--- src/rtl/radar_presence_detector_unit_macros.svh ---
`ifndef RADAR_PRESENCE_DETECTOR_UNIT_MACROS_SVH
`define RADAR_PRESENCE_DETECTOR_UNIT_MACROS_SVH

// Same-cycle implication, sampled on clk, off while rst_n is low
`define RPD_ASSERT_SAME(label, cond, expr, msg) \
  label: assert property (@(posedge clk) disable iff (!rst_n) (cond) |-> (expr)) \
    else $error(msg);

// Invariant that holds at every clock edge out of reset
`define RPD_ASSERT_ALWAYS(label, expr, msg) \
  label: assert property (@(posedge clk) disable iff (!rst_n) (expr)) \
    else $error(msg);

`endif

--- src/rtl/rpd_pkg.sv ---
package rpd_pkg;

  // Field widths
  localparam int IDX_W     = 5;
  localparam int MAG_W     = 32;
  localparam int STEP_W    = 11;
  localparam int THR_W     = 5;
  localparam int RANGE_W   = 16;
  localparam int CODE_W    = 2;
  localparam int CFG_W     = 16;
  localparam int CFG_IDX_W = 2;

  // Configuration register indexes
  typedef enum logic [CFG_IDX_W-1:0] {
    CFG_ABSENT_THR  = 2'd0,
    CFG_RANGE_STEP  = 2'd1,
    CFG_VALID_LIMIT = 2'd2,
    CFG_REGION_MAX  = 2'd3
  } rpd_cfg_idx_t;

  // Configuration reset values
  localparam logic [THR_W-1:0]   ABSENT_THR_RST  = 5'd12;
  localparam logic [STEP_W-1:0]  RANGE_STEP_RST  = 11'd70;
  localparam logic [RANGE_W-1:0] VALID_LIMIT_RST = 16'd600;
  localparam logic [RANGE_W-1:0] REGION_MAX_RST  = 16'd500;

  // Drive actions
  localparam logic [CODE_W-1:0] ACT_NONE = 2'd0;
  localparam logic [CODE_W-1:0] ACT_OFF  = 2'd1;
  localparam logic [CODE_W-1:0] ACT_ON   = 2'd2;

  // Frame classes
  localparam logic [CODE_W-1:0] CLS_MOVING = 2'd0;
  localparam logic [CODE_W-1:0] CLS_STILL  = 2'd1;
  localparam logic [CODE_W-1:0] CLS_ABSENT = 2'd2;

  typedef struct packed {
    logic [IDX_W-1:0] peak_range_index;
    logic [MAG_W-1:0] peak_magnitude;
    logic             presence_pin;
  } rpd_in_t;

  typedef struct packed {
    logic [CODE_W-1:0]  drive_action;
    logic               presence_level;
    logic [RANGE_W-1:0] reported_range;
    logic [CODE_W-1:0]  frame_class;
  } rpd_out_t;

  typedef enum logic [2:0] {
    ST_IDLE,
    ST_CLASS,
    ST_DIV_GO,
    ST_DIV_WAIT,
    ST_DECIDE
  } rpd_state_t;

  // Motion threshold per range bin
  function automatic logic [RANGE_W-1:0] move_thr(input logic [5:0] bin);
    logic [RANGE_W-1:0] thr;
    case (bin)
      6'd0, 6'd1, 6'd2:        thr = 16'd2000;
      6'd3:                    thr = 16'd1500;
      6'd4, 6'd10:             thr = 16'd1300;
      6'd5, 6'd6:              thr = 16'd1200;
      6'd7, 6'd8, 6'd9:        thr = 16'd1600;
      6'd11:                   thr = 16'd500;
      6'd12:                   thr = 16'd400;
      6'd13, 6'd14:            thr = 16'd350;
      default:                 thr = 16'd730;
    endcase
    return thr;
  endfunction

endpackage

--- src/rtl/radar_presence_detector_unit.sv ---
// Sequencing: a frame that skips the averaging divider (still, absent or switching off)
//   goes from classification to the decision state, a moving frame runs the divider
//   in between; the input is stalled from acceptance until the result is registered,
//   so a new frame is taken only after the last one is through.
// Reset (rst_n, synchronous): registers take their default values, windows and
//   range history empty, output level off; no clearing pass is needed.
module radar_presence_detector_unit
  import rpd_pkg::*;
#(
  parameter int ABSENT_WINDOW      = 16,
  parameter int RANGE_WINDOW       = 8,
  parameter int RANGE_BINS         = 32,
  parameter int OUT_OF_RANGE_LIMIT = 100
) (
  input  logic                 clk,
  input  logic                 rst_n,
  input  logic                 in_valid,
  output logic                 in_stall,
  input  rpd_in_t              in_data,
  output logic                 out_valid,
  input  logic                 out_stall,
  output rpd_out_t             out_data,
  input  logic                 cfg_we,
  input  logic [CFG_IDX_W-1:0] cfg_index,
  input  logic [CFG_W-1:0]     cfg_wdata
);

`include "radar_presence_detector_unit_macros.svh"

  localparam int AP_W   = (ABSENT_WINDOW > 1) ? $clog2(ABSENT_WINDOW) : 1;
  localparam int AC_W   = $clog2(ABSENT_WINDOW + 1);
  localparam int CMP_W  = (AC_W > THR_W) ? AC_W : THR_W;
  localparam int RP_W   = (RANGE_WINDOW > 1) ? $clog2(RANGE_WINDOW) : 1;
  localparam int FILL_W = $clog2(RANGE_WINDOW + 1);
  localparam int SUM_W  = RANGE_W + FILL_W;
  localparam int OOR_W  = $clog2(OUT_OF_RANGE_LIMIT + 2);

  localparam logic [AP_W-1:0]   ABS_LAST  = AP_W'(ABSENT_WINDOW - 1);
  localparam logic [RP_W-1:0]   RNG_LAST  = RP_W'(RANGE_WINDOW - 1);
  localparam logic [FILL_W-1:0] FILL_FULL = FILL_W'(RANGE_WINDOW);
  localparam logic [OOR_W-1:0]  OOR_LIMIT = OOR_W'(OUT_OF_RANGE_LIMIT);
  localparam logic [6:0]        BIN_LAST  = 7'(RANGE_BINS - 1);

  // Sequencer
  rpd_state_t state_r, state_nxt;
  logic       class_en;
  logic       div_start;
  logic       held_load;
  logic       out_load;
  logic       out_free;

  // Configuration
  logic [THR_W-1:0]   thr_cfg_r;
  logic [STEP_W-1:0]  step_cfg_r;
  logic [RANGE_W-1:0] vlim_cfg_r;
  logic [RANGE_W-1:0] rmax_cfg_r;

  // Frame being worked on
  rpd_in_t           in_r;
  logic [CODE_W-1:0] cls_r;
  logic              off_r;

  // Absent window
  logic [ABSENT_WINDOW-1:0] abs_flags_r;
  logic [AP_W-1:0]          abs_pos_r;
  logic [AC_W-1:0]          abs_cnt_r;

  // Range ring and running sum
  logic [RANGE_W-1:0] hist_r [RANGE_WINDOW];
  logic [RP_W-1:0]    rng_pos_r;
  logic [FILL_W-1:0]  fill_r;
  logic [SUM_W-1:0]   sum_r;
  logic [RANGE_W-1:0] held_r;

  // Output decision state
  logic [OOR_W-1:0] oor_r;
  logic             level_r;
  logic             out_valid_r;
  rpd_out_t         out_r;

  // Classification datapath
  logic [6:0]          bin_ext;
  logic [6:0]          bin;
  logic [RANGE_W-1:0]  thr;
  logic [CODE_W-1:0]   cls;
  logic                moving;
  logic                absent;
  logic                old_flag;
  logic [AC_W-1:0]     abs_cnt_nxt;
  logic                go_off;
  logic [RANGE_W-1:0]  prod;
  logic [RANGE_W-1:0]  old_entry;
  logic [SUM_W-1:0]    sum_nxt;
  logic [FILL_W-1:0]   fill_nxt;
  logic [RP_W-1:0]     rng_pos_nxt;

  // Decision datapath
  logic [OOR_W-1:0]    oor_nxt;
  logic                level_nxt;
  rpd_out_t            out_nxt;

  // Divider hookup
  logic                div_done;
  logic [RANGE_W-1:0]  div_quo;

  assign out_free = !out_valid_r || !out_stall;

  // Next state
  always_comb begin
    state_nxt = state_r;
    case (state_r)
      ST_IDLE:     if (in_valid) state_nxt = ST_CLASS;
      ST_CLASS:    state_nxt = (go_off || !moving) ? ST_DECIDE : ST_DIV_GO;
      ST_DIV_GO:   state_nxt = ST_DIV_WAIT;
      ST_DIV_WAIT: if (div_done) state_nxt = ST_DECIDE;
      ST_DECIDE:   if (out_free) state_nxt = ST_IDLE;
      default:     state_nxt = ST_IDLE;
    endcase
  end

  // Sequencer strobes
  always_comb begin
    in_stall  = 1'b1;
    class_en  = 1'b0;
    div_start = 1'b0;
    held_load = 1'b0;
    out_load  = 1'b0;
    case (state_r)
      ST_IDLE:     in_stall  = 1'b0;
      ST_CLASS:    class_en  = 1'b1;
      ST_DIV_GO:   div_start = 1'b1;
      ST_DIV_WAIT: held_load = div_done;
      ST_DECIDE:   out_load  = out_free;
      default:     in_stall  = 1'b1;
    endcase
  end

  // Classify the frame and update both windows
  always_comb begin
    bin_ext = {2'b00, in_r.peak_range_index};
    bin     = (bin_ext > BIN_LAST) ? BIN_LAST : bin_ext;
    thr     = move_thr(bin[5:0]);
    if (in_r.peak_magnitude > {16'd0, thr}) begin
      cls = CLS_MOVING;
    end else if (in_r.presence_pin) begin
      cls = CLS_STILL;
    end else begin
      cls = CLS_ABSENT;
    end
    moving   = (cls == CLS_MOVING);
    absent   = (cls == CLS_ABSENT);
    old_flag = abs_flags_r[abs_pos_r];

    // Running count of absent flags: zero on motion, else drop the overwritten one, add the new one
    if (moving) begin
      abs_cnt_nxt = '0;
    end else if (old_flag && !absent) begin
      abs_cnt_nxt = abs_cnt_r - 1'b1;
    end else if (!old_flag && absent) begin
      abs_cnt_nxt = abs_cnt_r + 1'b1;
    end else begin
      abs_cnt_nxt = abs_cnt_r;
    end
    go_off = (CMP_W'(abs_cnt_nxt) >= CMP_W'(thr_cfg_r));

    // Ring entries past the fill count read as empty
    prod        = RANGE_W'(in_r.peak_range_index) * RANGE_W'(step_cfg_r);
    old_entry   = (fill_r == FILL_FULL) ? hist_r[rng_pos_r] : '0;
    sum_nxt     = sum_r - SUM_W'(old_entry) + SUM_W'(prod);
    fill_nxt    = (fill_r == FILL_FULL) ? fill_r : fill_r + 1'b1;
    rng_pos_nxt = (rng_pos_r == RNG_LAST) ? '0 : rng_pos_r + 1'b1;
  end

  // Decide the drive action from the held range
  always_comb begin
    if (held_r > vlim_cfg_r) begin
      oor_nxt = (oor_r <= OOR_LIMIT) ? oor_r + 1'b1 : oor_r;
    end else begin
      oor_nxt = '0;
    end
    out_nxt.frame_class    = cls_r;
    out_nxt.reported_range = '0;
    level_nxt              = level_r;
    if (off_r) begin
      oor_nxt              = oor_r;
      level_nxt            = 1'b0;
      out_nxt.drive_action = ACT_OFF;
    end else if (held_r == '0) begin
      out_nxt.drive_action = ACT_NONE;
    end else if (oor_nxt > OOR_LIMIT) begin
      level_nxt            = 1'b0;
      out_nxt.drive_action = ACT_OFF;
    end else begin
      level_nxt              = 1'b1;
      out_nxt.drive_action   = ACT_ON;
      out_nxt.reported_range = (held_r > rmax_cfg_r) ? rmax_cfg_r : held_r;
    end
    out_nxt.presence_level = level_nxt;
  end

  // Averaging divider: running sum over fill count
  rpd_divider #(
    .DEN_W(FILL_W)
  ) u_div (
    .clk      (clk),
    .rst_n    (rst_n),
    .start    (div_start),
    .dividend (sum_r),
    .divisor  (fill_r),
    .done     (div_done),
    .quotient (div_quo)
  );

  // Control and state registers
  always_ff @(posedge clk) begin
    if (!rst_n) begin
      state_r     <= ST_IDLE;
      thr_cfg_r   <= ABSENT_THR_RST;
      step_cfg_r  <= RANGE_STEP_RST;
      vlim_cfg_r  <= VALID_LIMIT_RST;
      rmax_cfg_r  <= REGION_MAX_RST;
      abs_flags_r <= '0;
      abs_pos_r   <= '0;
      abs_cnt_r   <= '0;
      rng_pos_r   <= '0;
      fill_r      <= '0;
      sum_r       <= '0;
      held_r      <= '0;
      oor_r       <= '0;
      level_r     <= 1'b0;
      out_valid_r <= 1'b0;
    end else begin
      state_r <= state_nxt;

      // Take register writes
      if (cfg_we) begin
        case (rpd_cfg_idx_t'(cfg_index))
          CFG_ABSENT_THR:  thr_cfg_r  <= cfg_wdata[THR_W-1:0];
          CFG_RANGE_STEP:  step_cfg_r <= cfg_wdata[STEP_W-1:0];
          CFG_VALID_LIMIT: vlim_cfg_r <= cfg_wdata;
          CFG_REGION_MAX:  rmax_cfg_r <= cfg_wdata;
          default:         thr_cfg_r  <= thr_cfg_r;
        endcase
      end

      // Record the absent flag, clear the window on motion
      if (class_en) begin
        if (moving) begin
          abs_flags_r <= '0;
        end else begin
          abs_flags_r[abs_pos_r] <= absent;
        end
        abs_pos_r <= (abs_pos_r == ABS_LAST) ? '0 : abs_pos_r + 1'b1;
        abs_cnt_r <= abs_cnt_nxt;

        // Drop range history on switch-off, else advance the ring on motion
        if (go_off) begin
          rng_pos_r <= '0;
          fill_r    <= '0;
          sum_r     <= '0;
          held_r    <= '0;
        end else if (moving) begin
          rng_pos_r <= rng_pos_nxt;
          fill_r    <= fill_nxt;
          sum_r     <= sum_nxt;
        end
      end

      if (held_load) begin
        held_r <= div_quo;
      end

      // Commit the decision with the result beat
      if (out_load) begin
        oor_r   <= oor_nxt;
        level_r <= level_nxt;
      end
      out_valid_r <= out_load || (out_valid_r && out_stall);
    end
  end

  // Payload registers
  always_ff @(posedge clk) begin
    if (in_valid && !in_stall) begin
      in_r <= in_data;
    end
    if (class_en) begin
      cls_r <= cls;
      off_r <= go_off;
    end
    if (class_en && !go_off && moving) begin
      hist_r[rng_pos_r] <= prod;
    end
    if (out_load) begin
      out_r <= out_nxt;
    end
  end

  assign out_valid = out_valid_r;
  assign out_data  = out_r;

  // Running absent count tracks the flags it summarizes
  `RPD_ASSERT_ALWAYS(a_absent_count, abs_cnt_r == $countones(abs_flags_r), "absent count drift")
  // Until the ring is full the write position equals the fill count
  `RPD_ASSERT_SAME(a_ring_fill, fill_r != FILL_FULL, FILL_W'(rng_pos_r) == fill_r, "ring fill mismatch")
  // A switching beat reports the level it switched to
  `RPD_ASSERT_SAME(a_level_match, out_valid_r && (out_r.drive_action != ACT_NONE), out_r.presence_level == (out_r.drive_action == ACT_ON), "level disagrees with action")
  // Range is reported only on switch-on
  `RPD_ASSERT_SAME(a_range_on_only, out_valid_r && (out_r.drive_action != ACT_ON), out_r.reported_range == '0, "range reported without switch-on")

endmodule

--- src/rtl/rpd_divider.sv ---
module rpd_divider
  import rpd_pkg::*;
#(
  parameter int DEN_W = 4
) (
  input  logic                     clk,
  input  logic                     rst_n,
  input  logic                     start,
  input  logic [DEN_W+RANGE_W-1:0] dividend,
  input  logic [DEN_W-1:0]         divisor,
  output logic                     done,
  output logic [RANGE_W-1:0]       quotient
);

  localparam int STEP_CNT_W = $clog2(RANGE_W);
  localparam logic [STEP_CNT_W-1:0] LAST_STEP = STEP_CNT_W'(RANGE_W - 1);

  logic                  busy_r;
  logic                  done_r;
  logic [STEP_CNT_W-1:0] step_r;
  logic [DEN_W-1:0]      rem_r;
  logic [DEN_W-1:0]      den_r;
  logic [RANGE_W-1:0]    quo_r;

  logic [DEN_W:0]        trial;
  logic                  fits;
  logic [DEN_W-1:0]      rem_nxt;
  logic [RANGE_W-1:0]    quo_nxt;

  // One restoring step: bring down the next dividend bit, subtract if it fits
  always_comb begin
    trial   = {rem_r, quo_r[RANGE_W-1]};
    fits    = (trial >= {1'b0, den_r});
    rem_nxt = fits ? DEN_W'(trial - {1'b0, den_r}) : trial[DEN_W-1:0];
    quo_nxt = {quo_r[RANGE_W-2:0], fits};
  end

  // Sequence the steps
  always_ff @(posedge clk) begin
    if (!rst_n) begin
      busy_r <= 1'b0;
      done_r <= 1'b0;
      step_r <= '0;
    end else begin
      done_r <= 1'b0;
      if (start) begin
        busy_r <= 1'b1;
        step_r <= '0;
      end else if (busy_r) begin
        step_r <= step_r + 1'b1;
        if (step_r == LAST_STEP) begin
          busy_r <= 1'b0;
          done_r <= 1'b1;
        end
      end
    end
  end

  // Load operands; upper dividend bits start below the divisor
  always_ff @(posedge clk) begin
    if (start) begin
      rem_r <= dividend[DEN_W+RANGE_W-1:RANGE_W];
      quo_r <= dividend[RANGE_W-1:0];
      den_r <= divisor;
    end else if (busy_r) begin
      rem_r <= rem_nxt;
      quo_r <= quo_nxt;
    end
  end

  assign done     = done_r;
  assign quotient = quo_r;

endmodule

--- config.mk ---
export PLATFORM = sky130hd
export DESIGN_NAME = radar_presence_detector_unit
export DESIGN_NICKNAME = d
export VERILOG_FILES = /design/src/rtl/rpd_pkg.sv /design/src/rtl/radar_presence_detector_unit.sv /design/src/rtl/rpd_divider.sv
export VERILOG_INCLUDE_DIRS = /design/src /design/src/rtl
export SDC_FILE = /design/constraint.sdc
export NUM_CORES = 1
export LEC_CHECK = 0
export ABC_AREA = 1
export BUFFER_PORTS_ARGS = -buffer_cell sky130_fd_sc_hd__buf_2
export CELL_PAD_IN_SITES_DETAIL_PLACEMENT = 0
export CELL_PAD_IN_SITES_GLOBAL_PLACEMENT = 2
export CORE_ASPECT_RATIO = 1.1
export CORE_MARGIN = 4
export CORE_UTILIZATION = 41
export CTS_BUF_LIST = sky130_fd_sc_hd__clkbuf_4
export DETAILED_ROUTE_END_ITERATION = 12
export PLACE_DENSITY = 0.79
export RECOVER_POWER = 100
export SLEW_MARGIN = 5
export SYNTH_ARGS = -nofsm -noshare
export SYNTH_HDL_FRONTEND = slang
export SYNTH_SLANG_ARGS = --single-unit
--- constraint.sdc ---
create_clock -name clk -period 8.27 [get_ports clk]
set_input_delay 0.827 -clock clk [delete_from_list [all_inputs] [get_ports clk]]
set_output_delay 0.827 -clock clk [all_outputs]
set_load 0.005 [all_outputs]
[Word-level counts from Yosys, hierarchy flattened]
Memory sizes are Yosys's and may differ from the RTL's. A register that Yosys moved wholly into a read port is not among the register bits.
Cells that the tools add are included.
Word-level totals
  register bits after elaboration: 220
  bits in writable memories: 128
  ROM bits: 160
  output and inout bits: 23
  word-level logic and storage cells: 166
  memories kept: 2
Cells by class
  add/subtract/negate cells: 10
  multiply operators: 1
  $lt $le $gt $ge: 9
  equal/unequal tests: 16
  multiplexer cells: 57
  bitwise operators: 3
  reductions and logical operators: 37
Memories
  (no name shown): depth 16, width 10, rd ports 1, clocked after Yosys merged registers in 1, write ports 0, RTL line rpd_pkg.sv:61  | case (bin)
  hist_r: depth 8, width 16, rd ports 1, clocked after Yosys merged registers in 1, write ports 1, RTL line radar_presence_detector_unit.sv:69  | logic [RANGE_W-1:0] hist_r [RANGE_WINDOW];
Operators by type and width (number)
  $mux 16: 9
  $mux 20: 2
  $gt 16x16->1: 2
  $gt 32x16->1: 1
  $mux 4: 8
  $mux 3: 9
  $add 20x16->20: 1
  $sub 20x16->20: 1
  $mux 1: 17
  $bwmux 16: 1
  $logic_not 16->1: 1
  $mul 5x11->16: 1
  $mux 5: 3
  $pmux 3 s5: 1
  $mux 7: 2
  $reduce_and 2->1: 7
  $add 4x1->4 const B: 3
  $eq 4x4->1 const B: 3
  $reduce_bool 2->1: 4
  $add 7x1->7 const B: 1
  $gt 7x7->1 const B: 1
  $le 7x7->1 const B: 1
  $logic_and 1x1->1: 7
  $eq 2x2->1 const B: 3
  25 further kinds: 44

[Longest topological paths before layout]
  word-level depth: 14
  gate-level depth with buffers: 34
  mapped depth without buffers: 32

[Cells and area by module]
Synthesis repeated with hierarchy kept, for this count alone.
Second synthesis, totals
  cells, all modules: 2145
  area total of the unflattened synthesis: 19273.5 µm²
Modules (own cells, without submodules)
  radar_presence_detector_unit: times used 1, cells each 1987, area each 17800.8 µm², seq. area each 8528.2 µm²
  rpd_divider: times used 1, cells each 158, area each 1472.7 µm², seq. area each 840.8 µm²

[Worst setup path before layout]
OpenSTA, ideal clock, no wires.
  path kind: reg-to-reg
  from: register in_r (netlist bit bin[4])
  to: register sum_r[18]
  setup time: 0.070 ns
  arrival time: 5.686 ns
  required time: 8.200 ns
  path slack: 2.514 ns
  stages on the path, launching flop included: 26
  clock period less this slack: 5.756 ns
  path through: edfxtp_1 > clkbuf_1 > clkbuf_1 > nand2_1 > fa_1 > fa_1 > fa_1 > inv_1 > ha_1 > a21o_1 > nand2_1 > and3_1 > o21ai_0 > xor2_1 > inv_1 > fa_1 > inv_1 > ha_1 > nand2_1 > nor4_1 > nand4_1 > nand3_1 > nor2_1 > nor2_1 > nand2_1 > a21oi_1
Between the ends
  elaborated cells between the ends (all ways): 18
  those cells by class: add/sub: 1; mul: 1; order compare: 2; eq/ne: 1; mux: 7; reduce/logical: 6
RTL lines
  start: declaration: RTL line radar_presence_detector_unit.sv:59  | rpd_in_t in_r;
  start signal: assignment: RTL line radar_presence_detector_unit.sv:285  | in_r <= in_data;
  $mul 5x11->16: RTL line radar_presence_detector_unit.sv:167  | prod = RANGE_W'(in_r.peak_range_index) * RANGE_W'(step_cfg_r);
  via prod[15]: RTL line radar_presence_detector_unit.sv:91  | logic [RANGE_W-1:0] prod;
  $add 20x16->20: RTL line radar_presence_detector_unit.sv:169  | sum_nxt = sum_r - SUM_W'(old_entry) + SUM_W'(prod);
  $mux 20: RTL line radar_presence_detector_unit.sv:262  | end else if (moving) begin
  $mux 20: RTL line radar_presence_detector_unit.sv:257  | if (go_off) begin
  end signal: assignment: RTL line radar_presence_detector_unit.sv:265  | sum_r <= sum_nxt;
  end: declaration: RTL line radar_presence_detector_unit.sv:72  | logic [SUM_W-1:0] sum_r;
The timed path passes the listed nets, and every way through them passes these cells. The select of a mux whose other input is x is not followed.
A chain may end at the register's enable or synchronous reset.

[Worst setup path after layout]
  from: register in_r (netlist bit bin[4])
  to: memory hist_r[5][2] (enable)
Between the ends
  longest elaborated chain between the ends: 14
  elaborated cells between the ends (all ways): 17
  those cells by class: order compare: 2; eq/ne: 1; mux: 7; reduce/logical: 7
RTL lines
  $mux 16 (*): RTL line rpd_pkg.sv:61
  $gt 32x16->1 (*): RTL line radar_presence_detector_unit.sv:143  | if (in_r.peak_magnitude > {16'd0, thr}) begin
  $mux 2 (*): RTL line radar_presence_detector_unit.sv:143
  $eq 2x2->1: RTL line radar_presence_detector_unit.sv:151  | absent = (cls == CLS_ABSENT);
  $logic_and 1x1->1 / $logic_not 1->1 (equally long branches): RTL line radar_presence_detector_unit.sv:159, radar_presence_detector_unit.sv:157
  $mux 5 / $logic_and 1x1->1 (equally long branches): RTL line radar_presence_detector_unit.sv:159, radar_presence_detector_unit.sv:157
  $mux 5: RTL line radar_presence_detector_unit.sv:157  | end else if (old_flag && !absent) begin
  $mux 5 (*): RTL line radar_presence_detector_unit.sv:155  | if (moving) begin
  via abs_cnt_nxt[2]: RTL line radar_presence_detector_unit.sv:89  | logic [AC_W-1:0] abs_cnt_nxt;
  $ge 5x5->1 (*): RTL line radar_presence_detector_unit.sv:164  | go_off = (CMP_W'(abs_cnt_nxt) >= CMP_W'(thr_cfg_r));
  via go_off: RTL line radar_presence_detector_unit.sv:90  | logic go_off;
  $logic_not 1->1 (*): RTL line radar_presence_detector_unit.sv:291  | if (class_en && !go_off && moving) begin
  $logic_and 1x1->1 (*) (2 in series): RTL line radar_presence_detector_unit.sv:291
  $mux 1 (*): RTL line radar_presence_detector_unit.sv:291
  $mux 1 (implied by the code) (*): RTL line radar_presence_detector_unit.sv:292  | hist_r[rng_pos_r] <= prod;
  end: declaration: RTL line radar_presence_detector_unit.sv:69
The timed path passes the listed nets; every way through them passes the cells marked *.

==> flow_summary.toml <==
[setup_path]
worst_ep_required_time_ns = 8.63
timing.rr.end = "hist_r[5][2]"
ff2ff_setup_slack_ns = 1.41
max_stage_delay_ns = 1.03
r2r_start = "bin[4]"
crit_family = "simple AND/OR/NAND/NOR gates"
critPathKind = "register to register"
arrival_ns = 7.22
cp.depth = 22
endpoint_kind = "register"
crit_fanout = 22
crit_end = "hist_r[5][2]"
cp_common_cell = "nand2_1"
worst_path_max_delay_cell = "clkbuf_1"
reg2reg_depth = 22
crit_start = "bin[4]"
path_buf_inv = 3
crit_chain = "inv_1 -> nand2_1 -> ha_1 -> a21oi_1 -> o21a_1 -> nand2_1 -> nand2_1 -> nand3_1 -> nand2_1 -> nand2_1 -> nand2_1 -> nand2_1 -> o211a_1 -> ha_1 -> a21oi_1 -> o21a_1 -> nand3_1 -> nor3_4 -> clkbuf_1 -> nand2_1 -> nor2_1 -> clkbuf_1"
cp-start-kind = "register"

[placed_design]
place_area_sq_um = 19900
routabilityCongestion = 0.847
portBuffers = 83
place_ws_ns = 1.73
placed_cells = 2717
hpwl_mm = 33.3

[synthesis]
syn_area_per_cell_sq_um = 9.03
yosys.area.top_type = "edfxtp_1"
synth-edff-count = 214
syn_nets = 2311
synth_most_common_cell = "nand2_1"
ys_warn_count = 0
netlist-cell-type-count = 49
syn-cell-area_sq_um = 18900
ys_seq_area_share_pct = 49.6
synth_seq_cells = 361
ys.flop_type = "edfxtp_1"
synthTopCellsByArea = "edfxtp_1 34%, dfxtp_1 16%, ha_1 7.5%"
syn_inst = 2093
synth_top_area_share_pct = 34.0
async_reset_ff_share_pct = 0
ys_top_cells_by_count = "354 x nand2_1, 253 x inv_1, 216 x nor2_1, 214 x edfxtp_1, 199 x o21ai_0"

[global_route]
grt_usage_pct = 19.6
antenna_found_initial = 1
grt-ovfl-total = 0
grt_max_degree = 76
grt_pass1_vias = 14400
grt_pass1_wl_mm = 76.4

[die]
num_io_pins = 84
rows = 82
die_x_microns = 213
die_y_microns = 233
initial_core_util_pct = 41.5
die-area_sq_um = 49600
core_region_area_sq_um = 45600

[cells_and_area]
drive_above_1_share_pct = 11.8
fin_nets = 2446
final_design_area_no_fill_sq_um = 21000
final_cells = 2895
synthToLayoutAreaGrowth_pct = 11.4

[timing]
slew_violations = 244
fin_crit_ns = 6.86
tns_ns = 0
max_slew.worst_pin.slew_ns = 3.21
setup_ws_ns = 1.41
setup_viol = 0
skew_ns = 0.0792
hold_viol_final = 0
clock.fmax_mhz = 146
rsz0062_at_grt = "false"
finalCritPeriodShare_pct = 82.9
slew_headroom_pct = -114

[power]
power_density_nw_per_um2 = 272
p_leak_uw = 0.00897
vdd_ir_drop_max_mv = 0.163

[clock_network]
root_buffer = "clkbuf_4"
tritoncts = "built"
cts_buffers = 97
clk_pin_slew_worst_paths_ns = 0.06
clk_latency_ns = 0.82
cts_buffer_depth = 3
ctsResizeCount = 0
htreeDepth = 3
hold_buffers = 0
cts_sinks = 361
postCtsSetupRepairBufs = 0

[drt]
avgRoutedWirePerCell_microns = 16.6
antenna_left = 0
drc = 0
drtIter0Drc = 682
via_count = 14500
wl_mm = 48.0
dr.pass1.iters = 5
vias_per_cell = 5.02

[status]
status = "complete, but fails checks"
violations = "max-capacitance violations, max-slew violations"

[flow_run]
max_cap_viol_count = 5

[worst_hold_path]
hp-class = "input pin to register"
cells in the final DEF, fill, tap and decap left out, types with 3 or more instances in the layout:
master      n
xor2_1     25
a21oi_2     5
nand2_1   359
or2_2       7
nand2_2     3
nor3_1     11
o211ai_1   13
clkbuf_1   23
o21a_1      5
fa_1       44
nor2_1    221
ha_1      113
inv_2      10
o221ai_1    5
nand4_1    21
buf_4      12
nor3_2      3
clkinv_1   28
clkinv_2    8
a21oi_1   178
o21ai_0   206
a21o_1      4
nor4_1      6
o22ai_1    21
clkbuf_4  140
a31oi_1    19
o21ai_1     5
dfxtp_1   146
nor2_4      3
nand3_1    80
inv_1     259
edfxtp_1  214
a211oi_1    5
buf_2      70
xnor2_1    11
registers in the layout, indices dropped and copies added, names as in the netlist, 5 cells and up, named ones only:
name,count
hist_r,128
in_r,33
out_data,21
sum_r,20
abs_flags_r,16
held_r,16
rmax_cfg_r,16
u_div.quotient,16
vlim_cfg_r,16
step_cfg_r,11
oor_r,7
abs_cnt_r,5
bin,5
thr_cfg_r,5
stage by stage:
| stage | util [%] | power [uW] | hold slack [ns] |
|---|---|---|---|
| floorplan | - | 3720 | 0.400 |
| global placement | 43.8 | 4250 | 0.402 |
| detailed placement | 43.8 | 4240 | 0.405 |
| CTS | 46.5 | 5820 | 0.0664 |
| global route | 46.2 | 6200 | 0.112 |
| finish | 46.2 | 5730 | 0.195 |
where the power goes:
| group | internal [uW] | switching, uW | total, uW |
|---|---|---|---|
| Sequential | 2150 | 87.4 | 2240 |
| Clock | 784 | 754 | 1540 |
| Combinational | 666 | 1290 | 1950 |
| Total | 3600 | 2130 | 5730 |
worst register-to-register path: cells and delay by family, from the launching register on:
kind,cells,cell delay (ns)
AO/OA/AOI/OAI,5,0.82
flip-flops,1,0.71
buffers and inverters,3,2.15
AND/OR/NAND/NOR,12,2.21
adder cells (fa/ha/maj),2,0.55
kinds of logic (layout without fill, tap and decap cells):
| group | Yosys count | after routing | share of synthesized area (%) |
|---|---|---|---|
| fa+ha+maj | 157 | 157 | 12.1 |
| simple gates | 724 | 724 | 16.1 |
| xor+xnor | 36 | 36 | 1.67 |
| compound gates | 473 | 473 | 13.6 |
| flops | 361 | 361 | 49.6 |
| other cells | 0 | 2 | 0 |
| buf+inv | 342 | 554 | 6.91 |
layout make-up:
class,count,area (sq um)
Antenna cell,2,5.00
Clock buffer,140,1050
Clock inverter,36,164
Fill cell,4608,24500
Inverter,273,1020
Multi-Input combinational cell,1390,8170
Sequential cell,361,9370
Tap cell,588,736
Timing Repair Buffer,105,527
per-layer routing:
metal,GRT usage [%],wire [microns]
met5,0,0
met1,25.7,22100
met2,33.0,23000
met4,6.40,998
met3,3.26,1880
worst min-delay path by stage:
stage                     from  depth (start not counted)          end  slack [ns]
global placement      cls_r[1]                          0  out_data[1]        0.40
finish              in_data[0]                          1      in_r[0]        0.19
CTS                 in_data[0]                          1      in_r[0]        0.07
detailed placement    cls_r[1]                          0  out_data[1]        0.41
global route        in_data[0]                          1      in_r[0]        0.11
floorplan             cls_r[0]                          0  out_data[0]        0.40
Note: power is estimated with default switching activity, not from simulation.
